## src/rtl/oks_pkg.sv

```systemverilog
// ----------------------------------------------------------------------------
// Ordered key set table package
// Request codes, fixed field widths and the token that walks the cell row.
// ----------------------------------------------------------------------------
package oks_pkg;

    localparam int FUNC_WIDTH      = 2;
    localparam int KEY_FIELD_WIDTH = 32;
    localparam int POS_WIDTH       = 4;
    localparam int ENTRY_WIDTH     = 32;
    localparam int COUNT_WIDTH     = 5;

    localparam logic [FUNC_WIDTH-1:0] FUNC_CONTAINS = 2'd0;
    localparam logic [FUNC_WIDTH-1:0] FUNC_ADD      = 2'd1;
    localparam logic [FUNC_WIDTH-1:0] FUNC_REMOVE   = 2'd2;
    localparam logic [FUNC_WIDTH-1:0] FUNC_GET      = 2'd3;

    // Token handed from cell to cell, one cell per cycle.
    typedef struct packed {
        logic                   active;
        logic                   found;
        logic                   got;
        logic [ENTRY_WIDTH-1:0] entry;
    } oks_tok_t;

endpackage

```

## src/rtl/oks_req_if.sv

```systemverilog
// ----------------------------------------------------------------------------
// Ordered key set table request channel
// Valid/ready channel carrying one request: kind, key and position.
// ----------------------------------------------------------------------------
interface oks_req_if import oks_pkg::*; ();

    logic                              valid;
    logic                              ready;
    logic [FUNC_WIDTH-1:0]             func;
    logic signed [KEY_FIELD_WIDTH-1:0] key;
    logic [POS_WIDTH-1:0]              position;

    modport source (
        output valid,
        output func,
        output key,
        output position,
        input  ready
    );

    modport sink (
        input  valid,
        input  func,
        input  key,
        input  position,
        output ready
    );

endinterface

```

## src/rtl/oks_rsp_if.sv

```systemverilog
// ----------------------------------------------------------------------------
// Ordered key set table response channel
// Valid/ready channel carrying one result per request.
// ----------------------------------------------------------------------------
interface oks_rsp_if import oks_pkg::*; ();

    logic                          valid;
    logic                          ready;
    logic                          hit;
    logic                          added;
    logic                          full_refused;
    logic signed [ENTRY_WIDTH-1:0] entry;
    logic [COUNT_WIDTH-1:0]        count;

    modport source (
        output valid,
        output hit,
        output added,
        output full_refused,
        output entry,
        output count,
        input  ready
    );

    modport sink (
        input  valid,
        input  hit,
        input  added,
        input  full_refused,
        input  entry,
        input  count,
        output ready
    );

endinterface

```

## src/rtl/oks_cell.sv

```systemverilog
// ----------------------------------------------------------------------------
// Ordered key set table cell
// Holds one table entry, compares it with the broadcast key when the token
// passes, and takes its neighbour's entry when its own or an earlier entry is removed.
// ----------------------------------------------------------------------------
module oks_cell import oks_pkg::*; #(
    parameter int KEY_WIDTH = 32,
    parameter int CNT_WIDTH = 5,
    parameter int INDEX     = 0
) (
    input  logic                  clk,
    input  logic                  rst_n,
    input  logic [FUNC_WIDTH-1:0] func,
    input  logic [KEY_WIDTH-1:0]  key,
    input  logic [POS_WIDTH-1:0]  position,
    input  logic [CNT_WIDTH-1:0]  count,
    input  oks_tok_t              tok_in,
    input  logic [KEY_WIDTH-1:0]  nbr_data,
    output oks_tok_t              tok_out,
    output logic [KEY_WIDTH-1:0]  data
);

    localparam int CMP_WIDTH = CNT_WIDTH + POS_WIDTH;

    logic [KEY_WIDTH-1:0] data_reg;
    logic [KEY_WIDTH-1:0] data_next;
    oks_tok_t             tok_reg;
    oks_tok_t             tok_next;
    logic                 occupied;
    logic                 is_match;
    logic                 at_position;
    logic                 at_tail;

    assign occupied    = CNT_WIDTH'(INDEX) < count;
    assign is_match    = occupied && (data_reg == key);
    assign at_position = occupied && (CMP_WIDTH'(position) == CMP_WIDTH'(INDEX));
    assign at_tail     = count == CNT_WIDTH'(INDEX);

    always_comb
    begin
        tok_next  = tok_in;
        data_next = data_reg;
        if (tok_in.active)
        begin
            case (func)
                FUNC_CONTAINS:
                begin
                    tok_next.found = tok_in.found | is_match;
                end
                FUNC_ADD:
                begin
                    tok_next.found = tok_in.found | is_match;
                    // Every occupied cell lies upstream of the tail, so the
                    // search is complete by the time the token gets here.
                    if (!tok_in.found && at_tail)
                    begin
                        data_next = key;
                    end
                end
                FUNC_REMOVE:
                begin
                    tok_next.found = tok_in.found | is_match;
                    if (occupied && (tok_in.found || is_match))
                    begin
                        data_next = nbr_data;
                    end
                end
                FUNC_GET:
                begin
                    if (at_position)
                    begin
                        tok_next.got   = 1'b1;
                        tok_next.entry = ENTRY_WIDTH'(data_reg);
                    end
                end
                default:
                begin
                    tok_next = tok_in;
                end
            endcase
        end
    end

    always_ff @(posedge clk or negedge rst_n)
    begin
        if (!rst_n)
        begin
            tok_reg <= '0;
        end
        else
        begin
            tok_reg <= tok_next;
        end
    end

    always_ff @(posedge clk)
    begin
        data_reg <= data_next;
    end

    assign tok_out = tok_reg;
    assign data    = data_reg;

endmodule

```

## src/rtl/ordered_key_set_table_unit.sv

```systemverilog
// ----------------------------------------------------------------------------
// Ordered key set table unit
// Table of distinct keys in insertion order, held in a row of cells that a
// request token walks through one cell per cycle.
// ----------------------------------------------------------------------------
//  Channel | Direction | Payload                                  | Accepted when
//  req     | in        | func, key, position                      | valid && ready
//  rsp     | out       | hit, added, full_refused, entry, count   | valid && ready
//
// One request is in progress at a time; the next request can be accepted only
// after the token has stepped through the DEPTH cells one per cycle and the
// result has moved on to the output register.
// The result waits in the output register, so a stalled rsp does not stop
// the next request from being accepted. That request's result then waits in
// the pending registers, and no further request is taken until the first
// result has left.
// Reset clears the count and the control state; stored entries are left as
// they are and never read until written.
module ordered_key_set_table_unit import oks_pkg::*; #(
    parameter int DEPTH     = 16,
    parameter int KEY_WIDTH = 32
) (
    input  logic       clk,
    input  logic       rst_n,
    oks_req_if.sink    req,
    oks_rsp_if.source  rsp
);

    localparam int CNT_WIDTH = $clog2(DEPTH + 1);

    localparam logic [1:0] ST_IDLE  = 2'd0;
    localparam logic [1:0] ST_RUN   = 2'd1;
    localparam logic [1:0] ST_DRAIN = 2'd2;

    logic [1:0]             state_reg;
    logic [1:0]             state_next;
    logic                   start_reg;
    logic [CNT_WIDTH-1:0]   count_reg;
    logic [CNT_WIDTH-1:0]   count_next;
    logic [FUNC_WIDTH-1:0]  func_reg;
    logic [KEY_WIDTH-1:0]   key_reg;
    logic [POS_WIDTH-1:0]   pos_reg;

    logic                   pend_hit_reg;
    logic                   pend_added_reg;
    logic                   pend_full_reg;
    logic [ENTRY_WIDTH-1:0] pend_entry_reg;

    logic                   rsp_valid_reg;
    logic                   rsp_hit_reg;
    logic                   rsp_added_reg;
    logic                   rsp_full_reg;
    logic [ENTRY_WIDTH-1:0] rsp_entry_reg;
    logic [COUNT_WIDTH-1:0] rsp_count_reg;

    logic                   req_fire;
    logic                   finish;
    logic                   load_rsp;
    logic                   res_hit;
    logic                   res_added;
    logic                   res_full;

    oks_tok_t               tok [DEPTH+1];
    logic [KEY_WIDTH-1:0]   cell_data [DEPTH];

    assign req.ready = state_reg == ST_IDLE;
    assign req_fire  = req.valid && req.ready;
    assign finish    = (state_reg == ST_RUN) && tok[DEPTH].active;
    assign load_rsp  = (state_reg == ST_DRAIN) && (!rsp_valid_reg || rsp.ready);

    always_comb
    begin
        tok[0]        = '0;
        tok[0].active = start_reg;
    end

    for (genvar i = 0; i < DEPTH; i++)
    begin : g_cell
        logic [KEY_WIDTH-1:0] nbr;

        if (i == DEPTH - 1)
        begin : g_last
            assign nbr = cell_data[i];
        end
        else
        begin : g_mid
            assign nbr = cell_data[i+1];
        end

        oks_cell #(
            .KEY_WIDTH (KEY_WIDTH),
            .CNT_WIDTH (CNT_WIDTH),
            .INDEX     (i)
        ) u_cell (
            .clk      (clk),
            .rst_n    (rst_n),
            .func     (func_reg),
            .key      (key_reg),
            .position (pos_reg),
            .count    (count_reg),
            .tok_in   (tok[i]),
            .nbr_data (nbr),
            .tok_out  (tok[i+1]),
            .data     (cell_data[i])
        );
    end

    // Outcome once the token leaves the last cell.
    always_comb
    begin
        res_hit    = 1'b0;
        res_added  = 1'b0;
        res_full   = 1'b0;
        count_next = count_reg;
        case (func_reg)
            FUNC_CONTAINS:
            begin
                res_hit = tok[DEPTH].found;
            end
            FUNC_ADD:
            begin
                res_hit = tok[DEPTH].found;
                if (!tok[DEPTH].found)
                begin
                    if (count_reg == CNT_WIDTH'(DEPTH))
                    begin
                        res_full = 1'b1;
                    end
                    else
                    begin
                        res_added  = 1'b1;
                        count_next = count_reg + CNT_WIDTH'(1);
                    end
                end
            end
            FUNC_REMOVE:
            begin
                res_hit = tok[DEPTH].found;
                if (tok[DEPTH].found)
                begin
                    count_next = count_reg - CNT_WIDTH'(1);
                end
            end
            FUNC_GET:
            begin
                res_hit = tok[DEPTH].got;
            end
            default:
            begin
                res_hit = 1'b0;
            end
        endcase
    end

    always_comb
    begin
        state_next = state_reg;
        case (state_reg)
            ST_IDLE:
            begin
                if (req_fire)
                begin
                    state_next = ST_RUN;
                end
            end
            ST_RUN:
            begin
                if (finish)
                begin
                    state_next = ST_DRAIN;
                end
            end
            ST_DRAIN:
            begin
                if (load_rsp)
                begin
                    state_next = ST_IDLE;
                end
            end
            default:
            begin
                state_next = ST_IDLE;
            end
        endcase
    end

    always_ff @(posedge clk or negedge rst_n)
    begin
        if (!rst_n)
        begin
            state_reg     <= ST_IDLE;
            start_reg     <= 1'b0;
            count_reg     <= '0;
            rsp_valid_reg <= 1'b0;
        end
        else
        begin
            state_reg <= state_next;
            start_reg <= req_fire;
            if (finish)
            begin
                count_reg <= count_next;
            end
            if (load_rsp)
            begin
                rsp_valid_reg <= 1'b1;
            end
            else if (rsp.ready)
            begin
                rsp_valid_reg <= 1'b0;
            end
        end
    end

    always_ff @(posedge clk)
    begin
        if (req_fire)
        begin
            func_reg <= req.func;
            key_reg  <= KEY_WIDTH'($unsigned(req.key));
            pos_reg  <= req.position;
        end
        if (finish)
        begin
            pend_hit_reg   <= res_hit;
            pend_added_reg <= res_added;
            pend_full_reg  <= res_full;
            pend_entry_reg <= tok[DEPTH].entry;
        end
        if (load_rsp)
        begin
            rsp_hit_reg   <= pend_hit_reg;
            rsp_added_reg <= pend_added_reg;
            rsp_full_reg  <= pend_full_reg;
            rsp_entry_reg <= pend_entry_reg;
            rsp_count_reg <= COUNT_WIDTH'(count_reg);
        end
    end

    assign rsp.valid        = rsp_valid_reg;
    assign rsp.hit          = rsp_hit_reg;
    assign rsp.added        = rsp_added_reg;
    assign rsp.full_refused = rsp_full_reg;
    assign rsp.entry        = $signed(rsp_entry_reg);
    assign rsp.count        = rsp_count_reg;

endmodule
```

## src/flat_wrapper.sv

```systemverilog
// flat-port wrapper written by rule: the top's interface ports become plain ports
module ordered_key_set_table_unit_flat import oks_pkg::*;
#(
    parameter int DEPTH     = 16,
    parameter int KEY_WIDTH = 32
)
  (clk, rst_n, req_valid, req_func, req_key, req_position, req_ready, rsp_valid, rsp_hit, rsp_added, rsp_full_refused, rsp_entry, rsp_count, rsp_ready);
  oks_req_if req_i ();
  oks_rsp_if rsp_i ();
  input  logic clk;
  input  logic rst_n;
  input wire logic [$bits(req_i.valid)-1:0] req_valid;
  input wire logic [$bits(req_i.func)-1:0] req_func;
  input wire logic [$bits(req_i.key)-1:0] req_key;
  input wire logic [$bits(req_i.position)-1:0] req_position;
  output wire logic [$bits(req_i.ready)-1:0] req_ready;
  output wire logic [$bits(rsp_i.valid)-1:0] rsp_valid;
  output wire logic [$bits(rsp_i.hit)-1:0] rsp_hit;
  output wire logic [$bits(rsp_i.added)-1:0] rsp_added;
  output wire logic [$bits(rsp_i.full_refused)-1:0] rsp_full_refused;
  output wire logic [$bits(rsp_i.entry)-1:0] rsp_entry;
  output wire logic [$bits(rsp_i.count)-1:0] rsp_count;
  input wire logic [$bits(rsp_i.ready)-1:0] rsp_ready;
  assign req_i.valid = req_valid;
  assign req_i.func = req_func;
  assign req_i.key = req_key;
  assign req_i.position = req_position;
  assign req_ready = req_i.ready;
  assign rsp_valid = rsp_i.valid;
  assign rsp_hit = rsp_i.hit;
  assign rsp_added = rsp_i.added;
  assign rsp_full_refused = rsp_i.full_refused;
  assign rsp_entry = rsp_i.entry;
  assign rsp_count = rsp_i.count;
  assign rsp_i.ready = rsp_ready;
  ordered_key_set_table_unit #(.DEPTH(DEPTH), .KEY_WIDTH(KEY_WIDTH)) u_core (.clk(clk), .rst_n(rst_n), .req(req_i), .rsp(rsp_i));
endmodule
```

## config.mk

```make
export PLATFORM = sky130hd
export DESIGN_NAME = ordered_key_set_table_unit_flat
export DESIGN_NICKNAME = d
export VERILOG_FILES = /design/src/rtl/oks_pkg.sv /design/src/rtl/oks_req_if.sv /design/src/rtl/oks_rsp_if.sv /design/src/rtl/oks_cell.sv /design/src/rtl/ordered_key_set_table_unit.sv /design/src/flat_wrapper.sv
export SDC_FILE = /design/constraint.sdc
export NUM_CORES = 2
export LEC_CHECK = 0
export BUFFER_PORTS_ARGS = -buffer_cell sky130_fd_sc_hd__buf_2
export CORE_MARGIN = 1.5
export CORE_UTILIZATION = 30
export DETAILED_ROUTE_END_ITERATION = 12
export PLACE_DENSITY = 0.46
export SYNTH_ARGS = -nofsm -noshare
export SYNTH_HDL_FRONTEND = slang
export SYNTH_SLANG_ARGS = --single-unit
```

## constraint.sdc

```tcl
create_clock -name clk -period 15.1 [get_ports clk]
set_clock_uncertainty 0.2 [all_clocks]
set_input_delay 3.02 -clock clk [delete_from_list [all_inputs] [get_ports clk]]
set_output_delay 3.02 -clock clk [all_outputs]
set_load 0.01 [all_outputs]
```

**Word level (Yosys, flattened, before mapping)**

Index checks and enable logic that the tools add are counted.

- Register bits: 1194
- Bits in latches: 0
- Bits in writable memories: 0
- ROM bits: 0
- Input port bits: 42
- Output and inout bits: 42
- Logic and storage cells: 462
- Memories kept: 0

- Add/subtract/negate cells: 2
- $mul: 0
- Div/mod/pow operators: 0
- Magnitude comparators: 16
- Eq/ne operators: 88
- Shifts and indexed selects: 0
- Muxes and demuxes: 122
- Bitwise logic cells: 16
- Reduce and logical (&&, ||, !) cells: 122

Operators with widths:

| cell | number |
|---|---|
| $mux 33 | 32 |
| $mux 32 | 30 |
| $pmux 32 s2 | 15 |
| $mux 35 | 16 |
| $eq 32x32->1 | 16 |
| $ne 2x2->1 const B | 34 |
| $logic_and 1x1->1 | 65 |
| $reduce_and 4->1 | 15 |
| $eq 5x4->1 const B | 8 |
| $lt 4x5->1 const A | 8 |
| $eq 4x4->1 const B | 8 |
| $eq 5x3->1 const B | 4 |
| $lt 3x5->1 const A | 4 |
| $mux 1 | 20 |
| $eq 4x3->1 const B | 4 |
| $logic_not 1->1 | 16 |
| $logic_or 1x1->1 | 15 |
| $mux 5 | 3 |
| $or 1x1->1 | 15 |
| $eq 5x2->1 const B | 2 |
| $lt 1x5->1 const A | 2 |
| $lt 2x5->1 const A | 2 |
| $pmux 5 s2 | 1 |
| $eq 4x2->1 const B | 2 |
| other kinds (20) | 29 |

**Depth between registers and ports, before layout**

- Word-level depth: 6
- Mapped depth: 8
- Mapped depth without buffers: 7

**Cells and area by module**

From an unflattened synthesis, not the netlist that was laid out.

- Cells, all modules: 3324
- Area, all modules: 54516.0 µm²

By module, submodules not included:

| module | instances | cells each | area each (µm²) | seq. area each (µm²) |
|---|---|---|---|---|
| ordered_key_set_table_unit | 1 | 171 | 3955.0 | 3618.5 |
| oks_cell (u_core.g_cell[8].u_cell) | 1 | 195 | 3224.3 | 1836.8 |
| oks_cell (u_core.g_cell[0].u_cell) | 1 | 202 | 3216.8 | 1836.8 |
| oks_cell (u_core.g_cell[4].u_cell) | 1 | 198 | 3211.8 | 1836.8 |
| oks_cell (u_core.g_cell[11].u_cell) | 1 | 196 | 3204.3 | 1836.8 |
| oks_cell (u_core.g_cell[12].u_cell) | 1 | 197 | 3204.3 | 1836.8 |
| oks_cell (u_core.g_cell[9].u_cell) | 1 | 198 | 3203.1 | 1836.8 |
| oks_cell (u_core.g_cell[10].u_cell) | 1 | 197 | 3194.3 | 1836.8 |
| oks_cell (u_core.g_cell[5].u_cell) | 1 | 196 | 3194.3 | 1836.8 |
| oks_cell (u_core.g_cell[2].u_cell) | 1 | 197 | 3190.6 | 1836.8 |
| oks_cell (u_core.g_cell[14].u_cell) | 1 | 196 | 3189.3 | 1836.8 |
| oks_cell (u_core.g_cell[13].u_cell) | 1 | 195 | 3173.0 | 1836.8 |
| oks_cell (u_core.g_cell[3].u_cell) | 1 | 200 | 3081.7 | 1836.8 |
| oks_cell (u_core.g_cell[6].u_cell) | 1 | 195 | 3075.4 | 1836.8 |
| +3 rows | n/a | n/a | n/a | n/a |

**Least setup slack after synthesis**

OpenSTA, ideal clock, no wires.

- Kind: input -> register
- Start point: in rsp_ready
- End point: reg u_core.rsp_added_reg, in the netlist u_core.rsp.added, enable pin
- Library setup time: 0.442 ns
- Data arrival time: 4.955 ns
- Required time: 14.458 ns
- Setup slack: 9.503 ns
- Stages on the path: 2
- Buffers on the path: 0
- Cells stage by stage: nand2b_1 -> nor2b_1

- Longest elaborated chain between the ends: 2

RTL lines:

| element | RTL line | source |
|---|---|---|
| start: declaration | flat_wrapper.sv:23 | `input wire logic [$bits(rsp_i.ready)-1:0] rsp_ready;` |
| $logic_or 1x1->1 | ordered_key_set_table_unit.sv:69 | `assign load_rsp = (state_reg == ST_DRAIN) && (!rsp_valid_reg \|\| rsp.ready);` |
| $logic_and 1x1->1 | ordered_key_set_table_unit.sv:69 |  |
| via u_core.load_rsp | ordered_key_set_table_unit.sv:58 | `logic load_rsp;` |
| end signal: assignment | ordered_key_set_table_unit.sv:233 | `rsp_added_reg <= pend_added_reg;` |
| end: declaration | ordered_key_set_table_unit.sv:51 | `logic rsp_added_reg;` |

The timed path passes the listed nets, and every way through them passes these cells.
A chain may end at the register's enable or synchronous reset.

==> run metrics <==
Post-synth EDFFs=625; vias in the first global route=31980; Seq/Total Area, Yosys=65.23%; DRC=0; Switch Pwr=0.001593 W; Sink Count=1194; commonest non-fill, non-tap cells in the layout=nand2_1 (1020), edfxtp_1 (625), dfrtp_1 (569); Yosys cell types=61; run status=complete, no violations; HPWL Detailed=121.9 mm; die width=413.7 um; Worst Max-Slew Pin Slew=1338 ps; fin util=34.78%; Detailed Route Iter0 Violations=3011; hold_buf cts=0; CTS HTree Levels=4; Post-synth ARST share=47.65%; combinational power share=3.1%; total internal power=0.005297 W; Slew Limit Fails=0; relative slew slack=9.977%; Layout area overhead=15.09%; Syn Nets=3894; top fanout value on the critical path=163; Final setup viols=0; CTS buffer count=134; Avg WL per Cell=28.78 um; port bufs=83; Hold Vio Cnt, Final=0; Worst setup EP type=asynchronous set/reset pin; core area=167400 um2; Synth Flop Type=edfxtp_1; CP max stage delay=690 ps; CP cell instances=buf_8 > buf_4 > buf_12; WP data arrival=5340 ps; final WL=180.2 mm; PwrDens=118.3 nW/um2; Power, Total=0.006890 W; Syn. warnings=0; fmax=207.3 MHz; Post-DRT Antenna Nets=0; flops & latches, synth=1194; initial antenna violation count=5; fin cells=6263; P_leak=24.54 nW; CP Class=input port to asynchronous set/reset pin; Syn Inst Count=3843; Setup Buffers After CTS=0; power share of the clock group=46.5%; DIE HEIGHT=413.7 um; peak supply drop=0.00008753 V; initial core utilization=30.22%; DR vias=31100; Inst Count DP=6016; clk slew on worst S/H paths=60 ps; Site Rows=150; critical path's slowest cell=buf_4; clock latency on the worst-skew pair=780 ps; Startpoint Class=input port; clock buffer depth=3; mapped cell area=50600 um2; final hold slack=188.4 ps; Total GRT Usage=21.23%; RSZ-0062 raised after global routing=no; final net count=3999; # fillers=16520; Worst Hold Class=flop to flop; die area=171100 um2; largest net degree at the start of global routing=167; Period Utilization, post-route=31.95%; DR pass1 iterations=5; TritonCTS clock tree=built; post-cts sizing count=0; vias per cell=4.966; # IOs=84; Sequential Power Share=50.4%; commonest non-fill, non-tap cell in the layout=nand2_1; grt total ovfl=0; first-pass GRT wire length=255.8 mm; root buf cell=clkbuf_16; max reg flops=560; GP Congestion=0.8650; CP required=15620 ps; max_cap viols=0; sw frac=23.12%; share of cells above drive strength 1=22.57%; setup TNS=0 ps; final worst path period need=4824 ps; syn avg cell area=13.17 um2
==> worst max-delay path: cells and delay by family <==
family / cells / cell delay, ps
buffers and inverters: 3 / 1880
==> cell usage after synthesis (3+ instances only) <==
master / instances / area, um2
nand2_1: 1027 / 3855
edfxtp_1: 625 / 18770
dfrtp_1: 569 / 14240
mux2_2: 417 / 4696
xnor2_1: 376 / 3293
xor2_1: 141 / 1235
clkbuf_1: 122 / 457.9
nand4_1: 102 / 638.1
buf_2: 78 / 390.4
mux2_4: 58 / 870.8
nor4_1: 55 / 344.1
and2_1: 33 / 206.5
inv_1: 24 / 90.09
nand2b_1: 16 / 100.1
nand3_1: 14 / 70.07
buf_1: 13 / 48.80
a31oi_1: 12 / 75.07
nor2_1: 12 / 45.04
nor3_1: 12 / 60.06
o21ai_0: 11 / 55.05
or2_2: 10 / 62.56
a21oi_1: 9 / 45.04
ha_1: 9 / 112.6
o31ai_1: 8 / 60.06
buf_6: 7 / 78.83
mux2_1: 6 / 67.56
nor3_2: 6 / 60.06
or3_1: 6 / 37.54
o41ai_1: 5 / 43.79
or4_1: 5 / 37.54
nand3b_1: 4 / 30.03
nor2b_1: 4 / 25.02
o2111ai_1: 4 / 35.03
o21ai_1: 4 / 20.02
a31o_2: 3 / 26.28
a41o_1: 3 / 30.03
o211ai_1: 3 / 22.52
==> path summary, 6_finish.rpt <==
| path | from | to | slack, ps | cells past startpoint |
|---|---|---|---|---|
| worst max-delay path | rst_n | u_core.g_cell[10].u_cell.tok_out[10]$_DFF_PN0_ | 10280 | 3 |
| worst min-delay path | u_core.g_cell[8].u_cell.tok_out[34]$_DFF_PN0_ | u_core.g_cell[9].u_cell.tok_out[34]$_DFF_PN0_ | 190 | 0 |
| worst max register to register | u_core.key_reg[10]$_DFFE_PP_ | u_core.g_cell[7].u_cell.data[3]$_DFFE_PP_ | 10700 | 7 |
| worst min register to register | u_core.g_cell[8].u_cell.tok_out[34]$_DFF_PN0_ | u_core.g_cell[9].u_cell.tok_out[34]$_DFF_PN0_ | 190 | 0 |
| max in group clk | u_core.state_reg[1]$_DFFE_PN0P_ | req_ready | 10390 | 2 |
| min in group asynchronous | rst_n | u_core.g_cell[0].u_cell.tok_out[5]$_DFF_PN0_ | 2120 | 1 |
==> power by group through the flow <==
stage	clock (W)	sequential (W)	combinational, W
after floorplan	0	0.00353	0.0000990
after global placement	0	0.00354	0.000217
after detailed placement	0	0.00354	0.000216
after CTS	0.00327	0.00348	0.000217
after global routing	0.00339	0.00348	0.000232
final	0.00320	0.00348	0.000214
==> kinds of logic after synthesis <==
group                      synth area share (%)
muxes                                     11.17
adders and majority gates                0.2226
and+or+nand+nor                           11.19
xor gates and xnor gates                  8.949
DFF                                       65.23
AOI/OAI and AO/OA                         1.093
buffers and inverters                     2.137
==> per-layer routing <==
layer  GRT usage, %  vias up  wire length (um)  part of all wire [%]
li1               -    13360                 -                     -
met1          30.97    16650             84870                    47
met2          33.23      927             82940                    46
met3          2.757      168              8761                   4.9
met4          5.185        0              3645                   2.0
met5              0        -                 0                     0
==> per-stage QoR <==
stage               area (um2)  setup WS, ps
global route             58230          9893
finish                   58230         10280
global placement         53960          9335
CTS                      58230         10150
detailed placement       53960          9313
floorplan                50600          9503
==> cell type report <==
cell class / instances / area [um2] / share of cell area [%]
clock buffer: 182 / 3716 / 6.382
sequential: 1194 / 33010 / 56.68
multi-input combinational: 2403 / 16830 / 28.90
tap: 2204 / 2758 / 4.736
inverter: 24 / 90.09 / 0.1547
antenna: 1 / 2.502 / 0.004297
timing repair buffer: 191 / 1274 / 2.187
clock inverter: 64 / 553.0 / 0.9497
No activity file was read; power rests on OpenSTA's default activity.
